**src/hdl/sbif_pkg.sv**
```systemverilog
package sbif_pkg;

    // Packet framing bytes and instruction codes
    localparam logic [7:0] FRAME_START  = 8'hFF;
    localparam logic [7:0] ID_BROADCAST = 8'hFE;
    localparam logic [7:0] OP_READ      = 8'h02;
    localparam logic [7:0] OP_WRITE     = 8'h03;
    localparam logic [7:0] OP_REG_WRITE = 8'h04;
    localparam logic [7:0] OP_ACTION    = 8'h05;

    // Command modes
    localparam logic [1:0] MODE_READ      = 2'd0;
    localparam logic [1:0] MODE_WRITE     = 2'd1;
    localparam logic [1:0] MODE_REG_WRITE = 2'd2;
    localparam logic [1:0] MODE_ACTION    = 2'd3;

    // Length byte values
    localparam logic [7:0] LEN_ACTION = 8'd2;
    localparam logic [7:0] LEN_NARROW = 8'd4;
    localparam logic [7:0] LEN_WIDE   = 8'd5;

    // Parameter counts
    localparam logic [1:0] NPAR_NONE   = 2'd0;
    localparam logic [1:0] NPAR_NARROW = 2'd2;
    localparam logic [1:0] NPAR_WIDE   = 2'd3;

    // Byte positions inside a packet
    localparam logic [3:0] POS_START0 = 4'd0;
    localparam logic [3:0] POS_START1 = 4'd1;
    localparam logic [3:0] POS_ID     = 4'd2;
    localparam logic [3:0] POS_LEN    = 4'd3;
    localparam logic [3:0] POS_OP     = 4'd4;
    localparam logic [3:0] POS_PARAM0 = 4'd5;
    localparam logic [3:0] POS_PARAM1 = 4'd6;
    localparam logic [3:0] POS_PARAM2 = 4'd7;

    // Configuration port
    localparam int             PADDR_W         = 3;
    localparam logic [7:0]     DEVICE_ID_RESET = 8'd1;
    localparam logic [PADDR_W-3:0] REG_DEVICE_ID = '0;

    // Command queue
    localparam int QUEUE_DEPTH = 2;

    // Classified command, everything the back end needs to serialize a packet
    typedef struct packed {
        logic [7:0]      id;
        logic [7:0]      len;
        logic [7:0]      op;
        logic [2:0][7:0] param;
        logic [1:0]      npar;
        logic [7:0]      chk;
    } sbif_cmd_t;

endpackage

```
**src/hdl/sbif_front.sv**
```systemverilog
module sbif_front
    import sbif_pkg::*;
(
    input  logic [7:0]  device_id,
    input  logic [1:0]  mode,
    input  logic        wide,
    input  logic [7:0]  address,
    input  logic [15:0] value,
    output sbif_cmd_t   cmd
);

    logic [7:0] sum;

    // Classify the command into header, parameters and count
    always_comb
    begin
        cmd = '0;
        case (mode)
            MODE_READ:
            begin
                cmd.id       = device_id;
                cmd.op       = OP_READ;
                cmd.len      = LEN_NARROW;
                cmd.npar     = NPAR_NARROW;
                cmd.param[0] = address;
                cmd.param[1] = wide ? 8'd2 : 8'd1;
            end
            MODE_WRITE, MODE_REG_WRITE:
            begin
                cmd.id       = device_id;
                cmd.op       = (mode == MODE_WRITE) ? OP_WRITE : OP_REG_WRITE;
                cmd.len      = wide ? LEN_WIDE : LEN_NARROW;
                cmd.npar     = wide ? NPAR_WIDE : NPAR_NARROW;
                cmd.param[0] = address;
                cmd.param[1] = value[7:0];
                cmd.param[2] = wide ? value[15:8] : 8'd0;
            end
            default:
            begin
                cmd.id   = ID_BROADCAST;
                cmd.op   = OP_ACTION;
                cmd.len  = LEN_ACTION;
                cmd.npar = NPAR_NONE;
            end
        endcase
        // Unused parameter slots are zero, so the sum covers all slots
        sum     = cmd.id + cmd.len + cmd.op + cmd.param[0] + cmd.param[1] + cmd.param[2];
        cmd.chk = ~sum;
    end

endmodule

```
**src/hdl/sbif_queue.sv**
```systemverilog
module sbif_queue
    import sbif_pkg::*;
#(
    parameter int DEPTH = QUEUE_DEPTH
)
(
    input  logic      clk,
    input  logic      rst_n,
    input  logic      push,
    input  sbif_cmd_t push_cmd,
    input  logic      pop,
    output sbif_cmd_t head_cmd,
    output logic      empty,
    output logic      full
);

    localparam int AW = (DEPTH > 1) ? $clog2(DEPTH) : 1;
    localparam int CW = $clog2(DEPTH + 1);

    sbif_cmd_t       mem_reg [DEPTH];
    logic [AW-1:0]   wr_ptr_reg, wr_ptr_next;
    logic [AW-1:0]   rd_ptr_reg, rd_ptr_next;
    logic [CW-1:0]   count_reg, count_next;

    assign empty    = (count_reg == '0);
    assign full     = (count_reg == CW'(DEPTH));
    assign head_cmd = mem_reg[rd_ptr_reg];

    // Advance pointers and occupancy
    always_comb
    begin
        wr_ptr_next = wr_ptr_reg;
        rd_ptr_next = rd_ptr_reg;
        count_next  = count_reg;
        if (push)
        begin
            wr_ptr_next = (wr_ptr_reg == AW'(DEPTH - 1)) ? '0 : wr_ptr_reg + 1'b1;
        end
        if (pop)
        begin
            rd_ptr_next = (rd_ptr_reg == AW'(DEPTH - 1)) ? '0 : rd_ptr_reg + 1'b1;
        end
        if (push && !pop)
        begin
            count_next = count_reg + 1'b1;
        end
        else if (pop && !push)
        begin
            count_next = count_reg - 1'b1;
        end
    end

    always_ff @(posedge clk or negedge rst_n)
    begin
        if (!rst_n)
        begin
            wr_ptr_reg <= '0;
            rd_ptr_reg <= '0;
            count_reg  <= '0;
        end
        else
        begin
            wr_ptr_reg <= wr_ptr_next;
            rd_ptr_reg <= rd_ptr_next;
            count_reg  <= count_next;
        end
    end

    // Store the pushed item
    always_ff @(posedge clk)
    begin
        if (push)
        begin
            mem_reg[wr_ptr_reg] <= push_cmd;
        end
    end

endmodule

```
**src/hdl/sbif_back.sv**
```systemverilog
module sbif_back
    import sbif_pkg::*;
(
    input  logic       clk,
    input  logic       rst_n,
    input  sbif_cmd_t  head_cmd,
    input  logic       head_valid,
    output logic       pop,
    output logic       out_valid,
    input  logic       out_stall,
    output logic [7:0] tx_byte,
    output logic       last
);

    logic [3:0] pos_reg, pos_next;
    logic       out_valid_reg, out_valid_next;
    logic [7:0] tx_byte_reg, tx_byte_next;
    logic       last_reg;
    logic       load;
    logic       final_byte;

    assign load       = head_valid && (!out_valid_reg || !out_stall);
    assign final_byte = (pos_reg == POS_PARAM0 + {2'b00, head_cmd.npar});
    assign pop        = load && final_byte;

    // Select the byte at the current position
    always_comb
    begin
        if (final_byte)
        begin
            tx_byte_next = head_cmd.chk;
        end
        else
        begin
            case (pos_reg)
                POS_START0: tx_byte_next = FRAME_START;
                POS_START1: tx_byte_next = FRAME_START;
                POS_ID:     tx_byte_next = head_cmd.id;
                POS_LEN:    tx_byte_next = head_cmd.len;
                POS_OP:     tx_byte_next = head_cmd.op;
                POS_PARAM0: tx_byte_next = head_cmd.param[0];
                POS_PARAM1: tx_byte_next = head_cmd.param[1];
                POS_PARAM2: tx_byte_next = head_cmd.param[2];
                default:    tx_byte_next = head_cmd.chk;
            endcase
        end
    end

    // Advance position and hold the output while stalled
    always_comb
    begin
        pos_next       = pos_reg;
        out_valid_next = out_valid_reg && out_stall;
        if (load)
        begin
            pos_next       = final_byte ? POS_START0 : pos_reg + 1'b1;
            out_valid_next = 1'b1;
        end
    end

    always_ff @(posedge clk or negedge rst_n)
    begin
        if (!rst_n)
        begin
            pos_reg       <= POS_START0;
            out_valid_reg <= 1'b0;
        end
        else
        begin
            pos_reg       <= pos_next;
            out_valid_reg <= out_valid_next;
        end
    end

    always_ff @(posedge clk)
    begin
        if (load)
        begin
            tx_byte_reg <= tx_byte_next;
            last_reg    <= final_byte;
        end
    end

    assign out_valid = out_valid_reg;
    assign tx_byte   = tx_byte_reg;
    assign last      = last_reg;

endmodule

```
**src/hdl/servo_bus_instruction_framer.sv**
```systemverilog
// The command item is written into the queue, and the first byte of its packet is then loaded into the output register.
// Throughput: one byte per cycle from the output register while out_stall is low; a packet is 6 bytes
// (action), 8 (read, narrow write) or 9 (wide write); packets follow with no gap.
// The command queue lets new items in while the current packet is still going out.
// Reset: device_id returns to 1, the queue empties and no byte is valid.
module servo_bus_instruction_framer
    import sbif_pkg::*;
#(
    parameter int DEPTH = QUEUE_DEPTH
)
(
    input  logic               clk,
    input  logic               rst_n,
    // Configuration port
    input  logic               psel,
    input  logic               penable,
    input  logic               pwrite,
    input  logic [PADDR_W-1:0] paddr,
    input  logic [31:0]        pwdata,
    output logic [31:0]        prdata,
    output logic               pready,
    // Command channel
    input  logic               in_valid,
    output logic               in_stall,
    input  logic [1:0]         mode,
    input  logic               wide,
    input  logic [7:0]         address,
    input  logic [15:0]        value,
    // Byte channel
    output logic               out_valid,
    input  logic               out_stall,
    output logic [7:0]         tx_byte,
    output logic               last
);

    logic [7:0] device_id_reg;
    logic       reg_sel;
    logic       push;
    logic       pop;
    logic       empty;
    logic       full;
    sbif_cmd_t  front_cmd;
    sbif_cmd_t  head_cmd;

    // Decode and write the configuration register
    assign pready  = 1'b1;
    assign reg_sel = (paddr[PADDR_W-1:2] == REG_DEVICE_ID);
    assign prdata  = reg_sel ? {24'd0, device_id_reg} : 32'd0;

    always_ff @(posedge clk or negedge rst_n)
    begin
        if (!rst_n)
        begin
            device_id_reg <= DEVICE_ID_RESET;
        end
        else if (psel && penable && pwrite && pready && reg_sel)
        begin
            device_id_reg <= pwdata[7:0];
        end
    end

    // Accept items while the queue has room
    assign in_stall = full;
    assign push     = in_valid && !full;

    sbif_front u_front (
        .device_id (device_id_reg),
        .mode      (mode),
        .wide      (wide),
        .address   (address),
        .value     (value),
        .cmd       (front_cmd)
    );

    sbif_queue #(
        .DEPTH (DEPTH)
    ) u_queue (
        .clk      (clk),
        .rst_n    (rst_n),
        .push     (push),
        .push_cmd (front_cmd),
        .pop      (pop),
        .head_cmd (head_cmd),
        .empty    (empty),
        .full     (full)
    );

    sbif_back u_back (
        .clk        (clk),
        .rst_n      (rst_n),
        .head_cmd   (head_cmd),
        .head_valid (!empty),
        .pop        (pop),
        .out_valid  (out_valid),
        .out_stall  (out_stall),
        .tx_byte    (tx_byte),
        .last       (last)
    );

    // A packet that ends is followed only by a start byte
    a_start_after_last: assert property (@(posedge clk) disable iff (!rst_n)
        out_valid && !out_stall && last |=> !out_valid || tx_byte == FRAME_START)
        else $error("packet does not open with a start byte");

    // Bytes of one packet go out without a gap
    a_no_gap: assert property (@(posedge clk) disable iff (!rst_n)
        out_valid && !out_stall && !last |=> out_valid)
        else $error("gap inside a packet");

    // The queue never pops while empty
    a_pop_nonempty: assert property (@(posedge clk) disable iff (!rst_n)
        pop |-> !empty)
        else $error("pop from empty command queue");

endmodule

```
**config.mk**
```make
export PLATFORM = sky130hd
export DESIGN_NAME = servo_bus_instruction_framer
export DESIGN_NICKNAME = d
export VERILOG_FILES = /design/src/hdl/sbif_pkg.sv /design/src/hdl/sbif_front.sv /design/src/hdl/sbif_queue.sv /design/src/hdl/sbif_back.sv /design/src/hdl/servo_bus_instruction_framer.sv
export SDC_FILE = /design/constraint.sdc
export NUM_CORES = 1
export LEC_CHECK = 0
export ABC_AREA = 1
export BUFFER_PORTS_ARGS = -buffer_cell sky130_fd_sc_hd__buf_2
export CAP_MARGIN = 10
export CORE_MARGIN = 2
export CORE_UTILIZATION = 57
export CTS_BUF_LIST = sky130_fd_sc_hd__clkbuf_16
export DETAILED_ROUTE_END_ITERATION = 6
export PLACE_DENSITY = 0.91
export SLEW_MARGIN = 25
export SYNTH_ARGS = -nofsm -noshare
export SYNTH_HDL_FRONTEND = slang
export SYNTH_HIERARCHICAL = 1
export SYNTH_SLANG_ARGS = --single-unit
```
**constraint.sdc**
```tcl
create_clock -name clk -period 4.6 [get_ports clk]
set_input_delay 0 -clock clk [delete_from_list [all_inputs] [get_ports clk]]
set_output_delay 0 -clock clk [all_outputs]
set_load 0.01 [all_outputs]
```
-- After elaboration in Yosys (flattened, before gate mapping)
Memory sizes are Yosys's and may differ from the RTL's.
Index checks and enable logic that the tools add are counted.
- memory bits (writable): 116
- register bits: 26
- memories: 1
- memory list (memory ; depth ; bits a word ; rd ports ; clocked after Yosys merged registers in ; wr ports ; line ; source):
    u_queue.mem_reg ; 2 ; 58 ; 1 ; 0 ; 1 ; sbif_queue.sv:20 ; sbif_cmd_t mem_reg [DEPTH];
- eq/ne operators: 11
- bitwise operators: 2
- reduce and logical (&&, ||, !) cells: 22
- add/subtract/negate cells: 11
- mux-type cells: 20
- operators by type and width (kind ; number):
    $pmux W8 S7 ; 1
    $pmux W24 S2 ; 1
    $add A8 B8 Y8 ; 5
    $mux W8 ; 4
    $pmux W16 S2 ; 1
    $eq A4 B3 Y1 const B ; 4
    $logic_and A1 B1 Y1 ; 9
    $eq A4 B2 Y1 const B ; 2
    $not A8 Y8 ; 1
    $mux W1 ; 7
    $logic_not A1 Y1 ; 6
    $mux W2 ; 3
    $add A3 B2 Y4 const A ; 1
    $add A4 B1 Y4 const B ; 1
    $eq A2 B2 Y1 const B ; 2
    $eq A4 B1 Y1 const B ; 1
    $eq A4 B4 Y1 ; 1
    $logic_not A2 Y1 ; 2
    $logic_not A4 Y1 ; 1
    $mux W4 ; 1
    $pmux W2 S2 ; 1
    $reduce_or A2 Y1 ; 2
    $mux W3 ; 1
    $add A1 B1 Y1 const B ; 2
    other kinds (6) ; 6

-- Logic depth before layout (Yosys ltp)
- depth in word-level cells: 9
- depth in mapped cells: 20

-- Hierarchy
The synthesis kept the hierarchy.
- by module, submodules not included (module ; area each (um2) ; instances ; sequential area each (um2) ; cells each):
    sbif_queue ; 4438.0 ; 1 ; 3583.4 ; 206
    sbif_back ; 1341.3 ; 1 ; 395.4 ; 209
    sbif_front ; 1318.8 ; 1 ; 0.0 ; 205
    servo_bus_instruction_framer ; 621.8 ; 1 ; 201.4 ; 84

-- Worst setup path after synthesis
Ideal clock, no wire load.
- path type: register to register
- start point: reg u_queue.count_reg[1]
- end point: mem u_queue/mem_reg[0][0] (netlist bit), enable pin
- setup time: 474 ps
- cell stages (with the launch flop): 6
- data required time: 4126 ps
- buffers on the path: 0
- path slack: 894 ps
- data arrival time: 3232 ps
- path through: dfrtp_1 inv_1 nor2_1 nor2_1 inv_1 nor2_1
- cells in the longest elaborated chain, start to end: 5
- ends and longest elaborated chain (what ; line ; source):
    start, declared ; sbif_queue.sv:23 ; logic [CW-1:0] count_reg, count_next;
    start signal, assigned ; sbif_queue.sv:65 ; count_reg <= count_next;
    $eq A2 B2 Y1 ; sbif_queue.sv:26 ; assign full = (count_reg == CW'(DEPTH));
    net in_stall ; servo_bus_instruction_framer.sv:24 ; output logic in_stall,
    $logic_not A1 Y1 ; servo_bus_instruction_framer.sv:64 ; assign push = in_valid && !full;
    $logic_and A1 B1 Y1 ; servo_bus_instruction_framer.sv:64 ;
    net push ; servo_bus_instruction_framer.sv:38 ; logic push;
    $mux W1 ; sbif_queue.sv:72 ; if (push)
    $mux W1 (implied by the code) ; sbif_queue.sv:74 ; mem_reg[wr_ptr_reg] <= push_cmd;
    end, declared ; sbif_queue.sv:20 ;
The timed path passes the listed nets, and every way through them passes these cells.

==> metrics.md <==
| Metric | Value |
|---|---|
| Final setup vio count | `0` |
| Die W | `120.4 um` |
| Routed len/inst | `18.14 um` |
| DRC viols | `12` |
| # Max-Cap Violations | `0` |
| Starting Density | `58.30%` |
| Post-CTS resize count | `0` |
| Fraction of registers with async set/reset | `11.97%` |
| Final cell count without fillers | `978` |
| GPL Wtd Cong | `0.8307` |
| I/O Buffers | `61` |
| Ant. Diodes | `0` |
| Clk sinks | `142` |
| Final Hold Fails | `0` |
| Pin count of the biggest net entering global routing | `42` |
| 1st-pass router iterations | `7` |
| Largest register FFs | `116` |
| Die height | `120.4 um` |
| Cells after Synth | `704` |
| Worst EP required | `4.76 ns` |
| FILL cells | `878` |
| Dpl cells | `915` |
| CP Class | `in2reg` |
| Post-synthesis average cell area | `10.97 um2` |
| Area share of the largest cell type after synthesis | `48.62%` |
| Final ANT Viol Nets | `0` |
| Area growth syn-to-layout | `14.78%` |
| Largest cells by area after synthesis | `edfxtp_1 49%, mux2_2 7.0%, nand2_1 6.0%` |
| Headroom to the max-slew limit | `35.34%` |
| Commonest non-fill, non-tap cells in the layout | `125 x edfxtp_1, 124 x nand2_1, 87 x inv_1` |
| Nets | `895` |
| Leak Pwr | `3.997 nW` |
| First-pass GRT wire length | `28.43 mm` |
| Final slew viol count | `0` |
| Max Buffers Root-to-Sink | `2` |
| Hold Startpoint | `in_valid` |
| Worst Hold Path EP | `u_queue/wr_ptr_reg$_DFFE_PN0P_` |
| Routed vias | `5424` |
| Unrepaired setup endpoints after global routing | `false` |
| Worst min-delay path class | `in2reg` |
| Critical Path AT | `3.93 ns` |
| FF+latch count, synth | `142` |
| Total Neg Setup Slack | `0 ns` |
| FF-to-FF End | `u_queue/count_reg[1]$_DFFE_PN0P_` |
| DRT iter0 DRCs | `653` |
| CP endpoint kind | `flip-flop` |
| DP HPWL | `10.70 mm` |
| Vias in the first global route | `5560` |
| Worst skew pair latency | `0.42 ns` |
| Crit path max fanout | `14` |
| I/O Pins | `113` |
| Worst vdd ir | `0.0003452 V` |
| Failing checks | `design-rule violations` |
| YS warnings | `6` |
| Final wirelength | `17.74 mm` |
| Leading area contributor after synthesis | `edfxtp_1` |
| Total grt overflow | `0` |
| Mapped Area | `7720 um2` |
| Crit path time final | `3.771 ns` |
| Worst slew pin tran | `0.9685 ns` |
| CP startpoint kind | `primary input` |
| Overall Global Routing Usage | `25.88%` |
| Commonest non-fill, non-tap cell in the layout | `edfxtp_1` |
| DIE AREA | `14490 um2` |
| Sequential-to-total area share from yosys stat | `54.15%` |
| Core ar. | `13240 um2` |
| Final Skew | `0.005886 ns` |
| Number of synthesized flops with an enable pin | `125` |
| Num CTS Buffers | `17` |
| Clock transition at path regs | `0.06 ns` |
| Layout cell share with drive strength beyond 1 | `21.45%` |
| WHS Path Cells | `4` |
| Initial antenna violation count | `0` |
| Vias per Instance | `5.546` |
| Number of placement rows | `42` |
| Root buffer cell | `clkbuf_16` |
| Final Cycle Share | `81.97%` |
| Status | `complete, but fails checks` |
| Fmax | `265.2 MHz` |
| Predominant post-synthesis flop cell | `edfxtp_1` |
| CTS tree | `done` |
| Register-to-Register Path Depth | `13` |
| Reg2reg start | `u_queue/rd_ptr_reg$_DFFE_PN0P_` |
| Cell variety after synth | `33` |
| H-tree levels | `4` |
| Worst R2R Setup Slack | `1.42 ns` |
| Pwr Density | `640.1 nW/um2` |
==> cell families (layout without fill, tap and decap cells) <==
| group | Yosys count | count (layout) | share of synthesized area, % |
|---|---|---|---|
| simple gates | 275 | 275 | 15.56 |
| xor+xnor | 11 | 11 | 1.248 |
| compound gates | 25 | 25 | 1.864 |
| fa+ha+maj | 37 | 37 | 7.747 |
| buf+inv | 153 | 219 | 10.34 |
| mux | 58 | 58 | 8.946 |
| other cells | 3 | 35 | 0.1459 |
| flops | 142 | 142 | 54.15 |
==> worst max-delay path by stage <==
stage                                      from                               to  slack, ns
6_report                                mode[1]  u_queue/mem_reg[1][6]$_DFFE_PP_       0.83
3_5_place_dp                            mode[1]  u_queue/mem_reg[1][6]$_DFFE_PP_       0.54
5_1_grt                                 mode[1]  u_queue/mem_reg[0][7]$_DFFE_PP_       0.62
2_1_floorplan  u_queue/count_reg[1]$_DFFE_PN0P_  u_queue/mem_reg[0][0]$_DFFE_PP_       0.89
3_3_place_gp                            mode[1]  u_queue/mem_reg[0][6]$_DFFE_PP_       0.69
4_1_cts                                 mode[1]  u_queue/mem_reg[0][6]$_DFFE_PP_       0.91
==> metrics by stage <==
| step | hold WS [ns] | power [W] | cell area (um2) | utilization (%) | setup slack [ns] |
|---|---|---|---|---|---|
| 6_report | 0.01294 | 0.005672 | 8861 | 66.91 | 0.8293 |
| 3_3_place_gp | -0.03359 | 0.004072 | 7951 | 60.04 | 0.6857 |
| 3_5_place_dp | -0.03084 | 0.004186 | 7951 | 60.04 | 0.5411 |
| 4_1_cts | 0.0004670 | 0.005619 | 8860 | 66.90 | 0.9057 |
| 2_1_floorplan | -0.2956 | 0.003696 | 7840 | - | 0.8941 |
| 5_1_grt | 0.01311 | 0.005958 | 8861 | 66.91 | 0.6210 |
==> metal layers <==
layer	up-vias	wire, um	GRT usage, %
met5	-	0	0
met3	68	1278	5.236
met4	0	771	13.01
met1	2589	6450	31.12
met2	330	9242	44.31
li1	2437	-	-
==> what timing repair did <==
action,4_1_cts,5_1_grt
setup buffers,0,0
hold endpoints to repair,58,0
hold buffers,31,0
==> critical path: stages <==
cell     delay, ns
buf_2         0.13
inv_1         0.08
ha_1          0.38
inv_1         0.06
nand2_1       0.42
nand2_1       0.10
nor2_1        0.22
fa_1          0.50
fa_1          0.52
fa_1          0.50
ha_1          0.27
fa_1          0.43
nand3_1       0.10
nand2_1       0.07
xnor2_1       0.14
==> cell usage after synthesis, types with 10 or more instances <==
cell type / n
buf_2: 16
mux2_2: 48
dfrtp_1: 16
mux2_4: 10
nand2_1: 124
buf_4: 39
nor2_1: 78
edfxtp_1: 125
nand4_1: 29
ha_1: 19
nand3_1: 37
inv_1: 87
fa_1: 18
a21oi_1: 15
==> report_power, final <==
group | internal [W] | switching [W] | total, W
Sequential | 0.00193 | 0.000219 | 0.00215
Combinational | 0.000797 | 0.00135 | 0.00215
Clock | 0.000849 | 0.000531 | 0.00138
==> layout make-up <==
class / count / area [um2] / share of cell area (%)
clock buffer: 17 / 425.4 / 4.801
clock inverter: 15 / 172.7 / 1.949
inverter: 90 / 337.8 / 3.812
multi-input combinational: 441 / 2869 / 32.38
sequential: 142 / 4183 / 47.20
tap: 176 / 220.2 / 2.485
timing repair buffer: 97 / 653.1 / 7.371
(Power assumes the default switching activity.)
